<file path="src/sv/hkrb_pkg.sv">
// Shared types and constants for the HID keyboard report builder.
// Used by every module of the block; has no dependencies of its own.
package hkrb_pkg;

    // Function codes of an input word
    localparam logic [1:0] FUNC_PRESS   = 2'd0;
    localparam logic [1:0] FUNC_RELEASE = 2'd1;
    localparam logic [1:0] FUNC_CLEAR   = 2'd2;
    localparam logic [1:0] FUNC_LOAD    = 2'd3;

    // Key code ranges and map value fields
    localparam logic [7:0] RAW_BASE    = 8'd136;
    localparam logic [7:0] MOD_BASE    = 8'd128;
    localparam logic [7:0] SHIFT_FLAG  = 8'h80;
    localparam logic [7:0] LSHIFT_MASK = 8'h02;
    localparam logic [7:0] USAGE_MASK  = 8'h7F;

    // ASCII map geometry (fixed by the 7-bit index field)
    localparam int MAP_DEPTH = 128;
    localparam int MAP_AW    = $clog2(MAP_DEPTH);

    // Slots shown on the report port
    localparam int REPORT_SLOTS = 6;

    // Operation carried from front to back
    typedef enum logic [1:0] {
        OP_PRESS,
        OP_RELEASE,
        OP_CLEAR,
        OP_LOAD
    } op_t;

    // Input word
    typedef struct packed {
        logic [1:0] func;
        logic [7:0] key_code;
        logic [6:0] map_index;
        logic [7:0] map_value;
        logic       link_up;
    } req_t;

    // Result word
    typedef struct packed {
        logic       accepted;
        logic       report_valid;
        logic [7:0] modifier_bits;
        logic [7:0] slot_zero;
        logic [7:0] slot_one;
        logic [7:0] slot_two;
        logic [7:0] slot_three;
        logic [7:0] slot_four;
        logic [7:0] slot_five;
    } rsp_t;

    // Decoded command between front and back
    typedef struct packed {
        op_t        op;
        logic       reject;
        logic [7:0] mod_mask;
        logic [7:0] usage;
        logic       link_up;
    } cmd_t;

    // Queue status toward its producer and consumer
    typedef struct packed {
        logic full;
        logic empty;
    } q_status_t;

endpackage

</file>
<file path="src/sv/hkrb_front.sv">
// Front end: accepts input words, owns the ASCII usage map, decodes key codes.
// Depends on hkrb_pkg; feeds hkrb_cmd_queue.
module hkrb_front (
    input  logic            clk,
    input  logic            rst_n,
    input  logic            req_valid,
    output logic            req_stall,
    input  hkrb_pkg::req_t  req,
    output logic            push,
    output hkrb_pkg::cmd_t  push_cmd,
    input  hkrb_pkg::q_status_t q_status
);

    typedef enum logic {
        F_IDLE,
        F_PUSH
    } fstate_t;

    fstate_t        state_reg, state_next;
    hkrb_pkg::req_t item_reg, item_next;
    logic [7:0]     map_rd_reg;
    logic [7:0]     map_mem [hkrb_pkg::MAP_DEPTH];
    logic           take;
    logic           map_wr;

    assign req_stall = (state_reg != F_IDLE);
    assign take      = req_valid && (state_reg == F_IDLE);
    assign map_wr    = take && (req.func == hkrb_pkg::FUNC_LOAD);

    // Map memory: one write port, one registered read port
    always_ff @(posedge clk)
    begin
        if (map_wr)
        begin
            map_mem[req.map_index] <= req.map_value;
        end
        if (take)
        begin
            map_rd_reg <= map_mem[req.key_code[hkrb_pkg::MAP_AW-1:0]];
        end
    end

    // Decode the held word into a command
    always_comb
    begin
        push_cmd          = '0;
        push_cmd.link_up  = item_reg.link_up;
        case (item_reg.func)
            hkrb_pkg::FUNC_PRESS:   push_cmd.op = hkrb_pkg::OP_PRESS;
            hkrb_pkg::FUNC_RELEASE: push_cmd.op = hkrb_pkg::OP_RELEASE;
            hkrb_pkg::FUNC_CLEAR:   push_cmd.op = hkrb_pkg::OP_CLEAR;
            default:                push_cmd.op = hkrb_pkg::OP_LOAD;
        endcase
        if (item_reg.key_code >= hkrb_pkg::RAW_BASE)
        begin
            push_cmd.usage = item_reg.key_code - hkrb_pkg::RAW_BASE;
        end
        else if (item_reg.key_code >= hkrb_pkg::MOD_BASE)
        begin
            push_cmd.mod_mask = 8'd1 << item_reg.key_code[2:0];
        end
        else if (map_rd_reg == 8'd0)
        begin
            push_cmd.reject = 1'b1;
        end
        else
        begin
            if ((map_rd_reg & hkrb_pkg::SHIFT_FLAG) != 8'd0)
            begin
                push_cmd.mod_mask = hkrb_pkg::LSHIFT_MASK;
            end
            push_cmd.usage = map_rd_reg & hkrb_pkg::USAGE_MASK;
        end
    end

    assign push = (state_reg == F_PUSH) && !q_status.full;

    // Control sequencing
    always_comb
    begin
        state_next = state_reg;
        item_next  = item_reg;
        case (state_reg)
            F_IDLE:
            begin
                if (take)
                begin
                    item_next  = req;
                    state_next = F_PUSH;
                end
            end
            F_PUSH:
            begin
                if (!q_status.full)
                begin
                    state_next = F_IDLE;
                end
            end
            default: state_next = F_IDLE;
        endcase
    end

    always_ff @(posedge clk or negedge rst_n)
    begin
        if (!rst_n)
        begin
            state_reg <= F_IDLE;
        end
        else
        begin
            state_reg <= state_next;
        end
    end

    // Payload holding register, no reset
    always_ff @(posedge clk)
    begin
        item_reg <= item_next;
    end

endmodule

</file>
<file path="src/sv/hkrb_cmd_queue.sv">
// Two-entry command queue between the front end and the report engine.
// Depends on hkrb_pkg.
module hkrb_cmd_queue (
    input  logic            clk,
    input  logic            rst_n,
    input  logic            push,
    input  hkrb_pkg::cmd_t  push_cmd,
    input  logic            pop,
    output hkrb_pkg::cmd_t  pop_cmd,
    output hkrb_pkg::q_status_t status
);

    hkrb_pkg::cmd_t entry_reg [2];
    logic           wr_ptr_reg, wr_ptr_next;
    logic           rd_ptr_reg, rd_ptr_next;
    logic [1:0]     count_reg, count_next;

    assign status.full  = (count_reg == 2'd2);
    assign status.empty = (count_reg == 2'd0);
    assign pop_cmd      = entry_reg[rd_ptr_reg];

    // Pointer and count update
    always_comb
    begin
        wr_ptr_next = wr_ptr_reg;
        rd_ptr_next = rd_ptr_reg;
        count_next  = count_reg;
        if (push)
        begin
            wr_ptr_next = !wr_ptr_reg;
        end
        if (pop)
        begin
            rd_ptr_next = !rd_ptr_reg;
        end
        if (push && !pop)
        begin
            count_next = count_reg + 2'd1;
        end
        else if (pop && !push)
        begin
            count_next = count_reg - 2'd1;
        end
    end

    always_ff @(posedge clk or negedge rst_n)
    begin
        if (!rst_n)
        begin
            wr_ptr_reg <= 1'b0;
            rd_ptr_reg <= 1'b0;
            count_reg  <= 2'd0;
        end
        else
        begin
            wr_ptr_reg <= wr_ptr_next;
            rd_ptr_reg <= rd_ptr_next;
            count_reg  <= count_next;
        end
    end

    // Entry storage
    always_ff @(posedge clk)
    begin
        if (push)
        begin
            entry_reg[wr_ptr_reg] <= push_cmd;
        end
    end

endmodule

</file>
<file path="src/sv/hkrb_engine.sv">
// Report engine: applies commands to the held keys and modifiers, drives results.
// Depends on hkrb_pkg; fed by hkrb_cmd_queue.
module hkrb_engine #(
    parameter int KEY_SLOTS = 6
) (
    input  logic            clk,
    input  logic            rst_n,
    input  hkrb_pkg::cmd_t  cmd,
    input  hkrb_pkg::q_status_t q_status,
    output logic            pop,
    output logic            rsp_valid,
    input  logic            rsp_stall,
    output hkrb_pkg::rsp_t  rsp
);

    logic [7:0]     held_reg  [KEY_SLOTS];
    logic [7:0]     held_next [KEY_SLOTS];
    logic [7:0]     mods_reg, mods_next;
    logic           rsp_valid_reg, rsp_valid_next;
    hkrb_pkg::rsp_t rsp_reg, rsp_next;
    logic [7:0]     slot_view [hkrb_pkg::REPORT_SLOTS];
    logic           ok;
    logic           present;
    logic           found;

    assign pop       = !q_status.empty && (!rsp_valid_reg || !rsp_stall);
    assign rsp_valid = rsp_valid_reg;
    assign rsp       = rsp_reg;

    // Apply one command
    always_comb
    begin
        held_next = held_reg;
        mods_next = mods_reg;
        ok        = 1'b0;
        present   = 1'b0;
        found     = 1'b0;
        case (cmd.op)
            hkrb_pkg::OP_PRESS:
            begin
                if (!cmd.reject)
                begin
                    mods_next = mods_reg | cmd.mod_mask;
                    for (int i = 0; i < KEY_SLOTS; i++)
                    begin
                        if (held_reg[i] == cmd.usage)
                        begin
                            present = 1'b1;
                        end
                    end
                    // first empty slot takes a new usage
                    for (int i = 0; i < KEY_SLOTS; i++)
                    begin
                        if (!present && !found && (held_reg[i] == 8'd0))
                        begin
                            held_next[i] = cmd.usage;
                            found        = 1'b1;
                        end
                    end
                    ok = present || found;
                end
            end
            hkrb_pkg::OP_RELEASE:
            begin
                if (!cmd.reject)
                begin
                    mods_next = mods_reg & ~cmd.mod_mask;
                    for (int i = 0; i < KEY_SLOTS; i++)
                    begin
                        if ((cmd.usage != 8'd0) && (held_reg[i] == cmd.usage))
                        begin
                            held_next[i] = 8'd0;
                        end
                    end
                    ok = 1'b1;
                end
            end
            hkrb_pkg::OP_CLEAR:
            begin
                for (int i = 0; i < KEY_SLOTS; i++)
                begin
                    held_next[i] = 8'd0;
                end
                mods_next = 8'd0;
                ok        = 1'b1;
            end
            default:
            begin
                ok = 1'b0;
            end
        endcase
    end

    // Slots past KEY_SLOTS read as empty
    for (genvar j = 0; j < hkrb_pkg::REPORT_SLOTS; j++)
    begin : g_view
        if (j < KEY_SLOTS)
        begin : g_on
            assign slot_view[j] = held_next[j];
        end
        else
        begin : g_off
            assign slot_view[j] = 8'd0;
        end
    end

    // Result word and output register
    always_comb
    begin
        rsp_next               = rsp_reg;
        rsp_valid_next         = rsp_valid_reg;
        if (pop)
        begin
            rsp_next.accepted      = ok;
            rsp_next.report_valid  = ok && cmd.link_up;
            rsp_next.modifier_bits = mods_next;
            rsp_next.slot_zero     = slot_view[0];
            rsp_next.slot_one      = slot_view[1];
            rsp_next.slot_two      = slot_view[2];
            rsp_next.slot_three    = slot_view[3];
            rsp_next.slot_four     = slot_view[4];
            rsp_next.slot_five     = slot_view[5];
            rsp_valid_next         = 1'b1;
        end
        else if (!rsp_stall)
        begin
            rsp_valid_next = 1'b0;
        end
    end

    always_ff @(posedge clk or negedge rst_n)
    begin
        if (!rst_n)
        begin
            for (int i = 0; i < KEY_SLOTS; i++)
            begin
                held_reg[i] <= 8'd0;
            end
            mods_reg      <= 8'd0;
            rsp_valid_reg <= 1'b0;
        end
        else
        begin
            if (pop)
            begin
                held_reg <= held_next;
                mods_reg <= mods_next;
            end
            rsp_valid_reg <= rsp_valid_next;
        end
    end

    // Result payload, no reset
    always_ff @(posedge clk)
    begin
        rsp_reg <= rsp_next;
    end

endmodule

</file>
<file path="src/sv/hid_keyboard_report_builder_core.sv">
// HID boot keyboard report builder (six-key report), top level.
// Depends on hkrb_pkg, hkrb_front, hkrb_cmd_queue and hkrb_engine.
//
// Usage:
//   The req channel takes one word per key event: press, release,
//   release all, or load of one ASCII map entry. A word is taken at a
//   clock edge with req_valid high and req_stall low. Every word gives
//   exactly one result word on the rsp channel, in order: success flag,
//   report-sent flag (success while link_up was high) and the modifier
//   byte and six key slots after the event.
//   rsp_valid rises once the word has passed the front-end holding
//   register, the command queue and the engine's output register.
//   The front end takes no new word until the last one is pushed; it holds
//   req_stall while it reads the map, decodes the key and waits for the queue.
//   A two-entry command queue and one output register sit behind the
//   front end, so a stalled receiver lets at most four words be in flight
//   (one on the output, two queued, one in the front end) before req_stall
//   stays high.
//   Reset clears held keys, modifiers and all handshake state at once.
//   The ASCII map is not cleared; load every entry that will be used.
//   While rsp_stall is high the result word holds steady.
module hid_keyboard_report_builder_core #(
    parameter int KEY_SLOTS = 6
) (
    input  logic           clk,
    input  logic           rst_n,
    input  logic           req_valid,
    output logic           req_stall,
    input  hkrb_pkg::req_t req,
    output logic           rsp_valid,
    input  logic           rsp_stall,
    output hkrb_pkg::rsp_t rsp
);

    logic                push;
    logic                pop;
    hkrb_pkg::cmd_t      push_cmd;
    hkrb_pkg::cmd_t      pop_cmd;
    hkrb_pkg::q_status_t q_status;

    // Accept and decode
    hkrb_front u_front (
        .clk       (clk),
        .rst_n     (rst_n),
        .req_valid (req_valid),
        .req_stall (req_stall),
        .req       (req),
        .push      (push),
        .push_cmd  (push_cmd),
        .q_status  (q_status)
    );

    // Decoupling queue
    hkrb_cmd_queue u_queue (
        .clk      (clk),
        .rst_n    (rst_n),
        .push     (push),
        .push_cmd (push_cmd),
        .pop      (pop),
        .pop_cmd  (pop_cmd),
        .status   (q_status)
    );

    // Report state and result output
    hkrb_engine #(
        .KEY_SLOTS (KEY_SLOTS)
    ) u_engine (
        .clk       (clk),
        .rst_n     (rst_n),
        .cmd       (pop_cmd),
        .q_status  (q_status),
        .pop       (pop),
        .rsp_valid (rsp_valid),
        .rsp_stall (rsp_stall),
        .rsp       (rsp)
    );

endmodule

</file>
<file path="config.mk">
export PLATFORM = sky130hd
export DESIGN_NAME = hid_keyboard_report_builder_core
export DESIGN_NICKNAME = d
export VERILOG_FILES = /design/src/sv/hkrb_pkg.sv /design/src/sv/hkrb_front.sv /design/src/sv/hkrb_cmd_queue.sv /design/src/sv/hkrb_engine.sv /design/src/sv/hid_keyboard_report_builder_core.sv
export SDC_FILE = /design/constraint.sdc
export NUM_CORES = 1
export LEC_CHECK = 0
export BUFFER_PORTS_ARGS = -buffer_cell sky130_fd_sc_hd__clkbuf_2
export CAP_MARGIN = 20
export CORE_MARGIN = 2
export CORE_UTILIZATION = 25
export CTS_BUF_LIST = sky130_fd_sc_hd__clkbuf_16
export DETAILED_ROUTE_END_ITERATION = 10
export GPL_TIMING_DRIVEN = 0
export PLACE_DENSITY = 0.47
export SLEW_MARGIN = 25
export SYNTH_ARGS = -nofsm -noshare
export SYNTH_HDL_FRONTEND = slang
export SYNTH_SLANG_ARGS = --single-unit
</file>
<file path="constraint.sdc">
create_clock -name clk -period 3 [get_ports clk]
set_input_delay 0.45 -clock clk [delete_from_list [all_inputs] [get_ports clk]]
set_output_delay 0.45 -clock clk [all_outputs]
set_load 0.05 [all_outputs]
</file>
==> results.yml <==
setup_path:
  ff2ff_setup_slack_ps: 100
  rr_endpoint: "u_engine.rsp[44]"
  crit_slowest_cell: "mux4_2"
  cp.required_ps: 3460
  path_depth: 11
  cp.buffers_inverters: 5
  cp_max_fo: 10
  cp_cell_sequence: "clkbuf_2, clkbuf_1, buf_6, buf_6, buf_4, mux4_2, mux4_2, mux2i_1, nor2_1, o21ai_1, o21ai_1"
  r2r_cells: 10
  slowest_delay_ps: 590
  regToRegStartpoint: "u_queue.rd_ptr_reg"
  cp.arrival_ps: 3460
  cp-start-kind: "input port"
  end_kind: "register"
  path_delay_family: "multiplexers"
  crit_type: "in2reg"
run_status:
  violations: "negative setup slack"
  status: "finished, violations left"
finish:
  fin_area_um2: 57740
  final_layout_size_suffix_gt1_share_pct: 30.95
  syn_to_final_growth_pct: 19.92
  fin_cells: 5355
  num-fill-cells: 18740
  nets: 2756
  largest_reg_flops: 1024
sta:
  rsz0062_at_grt: "true"
  setup_ws_ps: -0.8384
  fin_worst_skew_ps: 30.59
  hold_viol: 0
  worst_pin_slew_ps: 1139
  finalSetupViolations: 1
  slew_violations: 0
  fmax_mhz: 333.2
  fin_crit_ps: 3001
  slew_headroom_pct: 24.09
  period_share_pct: 100.0
synthesis:
  ys_seq_area_share_pct: 74.39
  syn_area_per_cell_um2: 19.55
  synth_xor_area_share_pct: 0.9824
  muxShareOfSynthArea_pct: 15.89
  synth-adder-area-share_pct: 0.07796
  synth_top_area_cell: "edfxtp_1"
  ys_warn_count: 0
  synth_top_family_by_area: "multiplexers"
  synth_cell_types: 58
  synthArstFlopShare_pct: 5.154
  ys_ff_latch: 1203
  ys_top_cells_by_area: "edfxtp_1 71%, mux4_2 15%, dfrtp_1 3.2%, nor2_1 1.6%, nand2_1 1.3%"
  syn_inst: 2463
  ys.flop_type: "edfxtp_1"
  yosys.area_share.simple_pct: 4.862
  synth_fp_nets: 2496
  synth_edf_count: 1141
  synth-compound-area-share_pct: 2.461
  syn_area_um2: 48140
  netlist.area_leader.share_pct: 71.17
clock_tree:
  clk_pin_slew_ps: 60
  cts_sinks: 1203
  cts_buffer_depth: 3
  cts_tree: "done"
  cts_buffers: 130
  htreeDepth: 4
  cts-root-buf: "clkbuf_16"
  clkLatencyLatePin_ps: 770
routing:
  drc: 0
  first_pass_iters: 5
  drt-total-wl_um: 130100
  viasPerCell: 4.561
  antenna_left: 0
  vias: 24430
  wl_per_cell_um: 24.29
  first_iter_violations: 2304
die:
  fp-row-count: 161
  start_util_pct: 25.08
  die_h_um: 442.8
  core_area_um2: 192000
  die_w_um: 442.8
  ios: 90
  die_area_um2: 196100
placement:
  dp.cells: 5088
  post-dp-hpwl_um: 85090
  port_buffers: 89
  dpl_cell_area_um2: 52140
  place.gp.congestion: 0.8277
  dp_slack_ps: -2191
grt:
  grt_max_degree: 85
  grt_pass1_wl_um: 186500
  grt_antenna_before_repair: 10
  grt_pass1_vias: 25310
  grt_use_total_pct: 13.12
  grt_overflow: 0
power:
  p_seq_share_pct: 45.7
  pwr-share-clk_pct: 36.4
  leakagePower_nw: 18.01
  peakVddDrop_v: 0.0004092
  p_sw_share_pct: 29.28
  intPower_w: 0.03129
  combPwrFrac_pct: 17.9
  p_sw_w: 0.01295
  power_density_nw_per_um2: 766.3
worst_hold_path:
  worstHoldEndpoint: "u_front.item_reg[24]"
  hold_path.class: "in2reg"
  hp-start: "req[24]"
  whs_path_depth: 1
job:
  maxCapViolations: 0
[routing by layer]
metal  vias to the layer above  track usage (%)  wire length (um)
met5                         -                0                22
met1                     13010            17.87             57790
met3                       172            2.306              6096
met4                         4            3.164              2543
met2                       658            21.72             63630
li1                      10580                -                 -
[worst reg2reg max path, stage by stage (launching register included)]
cell	delay [ps]
dfrtp_2	420
mux2i_4	410
buf_2	400
xnor2_1	110
nor4_1	300
nand2_1	170
and4_4	210
buf_6	160
buf_2	220
nand4_1	110
nand3_1	110
[logic make-up after synthesis]
| family | Yosys count |
|---|---|
| flip-flops | 1203 |
| multiplexers | 366 |
| adder cells (fa/ha/maj) | 3 |
| AO/OA/AOI/OAI | 181 |
| AND/OR/NAND/NOR | 514 |
| buffers and inverters | 142 |
| XOR/XNOR | 54 |
[layout make-up]
| type | count | area, um^2 | share of cell area [%] |
|---|---|---|---|
| Antenna cell | 2 | 5.005 | 0.008669 |
| Buffer | 126 | 783.3 | 1.357 |
| Clock buffer | 135 | 3378 | 5.851 |
| Clock inverter | 101 | 925.9 | 1.604 |
| Inverter | 16 | 60.06 | 0.1040 |
| Multi-Input combinational cell | 1119 | 12580 | 21.79 |
| Sequential cell | 1203 | 35820 | 62.03 |
| Tap cell | 2526 | 3161 | 5.474 |
| Timing Repair Buffer | 127 | 1028 | 1.781 |
[synthesized netlist by cell type (23+ instances only)]
cell type  number
a21oi_1        27
buf_2          47
clkbuf_1       54
dfrtp_1        62
edfxtp_1     1141
mux2i_1        35
mux4_2        312
nand2_1       168
nand3_1        23
nor2_1        207
nor4_1         24
o211ai_1       46
o21ai_0        29
o21ai_1        25
xnor2_1        52
[worst max-delay path by stage]
stage,startpoint,to
final,req[16],u_front.map_rd_reg[7]
after global routing,u_queue.rd_ptr_reg,u_engine.rsp[0]
after CTS,u_queue.rd_ptr_reg,u_engine.rsp[42]
after detailed placement,req_valid,u_front.map_mem[55][6]
after global placement,req_valid,u_front.map_mem[89][7]
after floorplan,u_front.req_stall,u_front.map_mem[93][0]
[power by group through the flow]
stage	clock (W)	sequential, W	combinational [W]
2_1_floorplan	0	0.0217	0.00380
3_3_place_gp	0	0.0206	0.00740
3_5_place_dp	0	0.0206	0.00753
4_1_cts	0.0165	0.0202	0.00771
5_1_grt	0.0172	0.0203	0.00849
6_report	0.0161	0.0202	0.00791
[cells in the final DEF (no fill, tap or decap), drive strengths merged, types with 46 or more instances in the layout]
cell    count
o21ai      54
buf        97
nor2      207
dfrtp      62
edfxtp   1141
o211ai     46
clkinv     60
clkbuf    279
mux4      312
nand2     171
xnor2      52
[stage by stage]
| step | power, W | util [%] | setup TNS [ps] | hold slack [ps] |
|---|---|---|---|---|
| floorplan | 0.02548 | - | 0 | 154.4 |
| global placement | 0.02802 | 26.96 | -2140490 | 424.2 |
| finish | 0.04424 | 30.07 | -0.8384 | 55.25 |
| CTS | 0.04446 | 29.92 | -358.4 | 0.3096 |
| detailed placement | 0.02809 | 27.16 | -1696810 | 404.8 |
| global route | 0.04597 | 30.07 | -203.5 | 27.53 |
[what timing repair did]
action	CTS	global route
setup buffers	5	13
pin swaps	0	3
endpoints found under the setup margin	1090	91
hold buffers	7	3
endpoints found under the hold margin	68	3
cloned	1	0
resized for setup	255	32
Power figures use the tool's default switching activity.
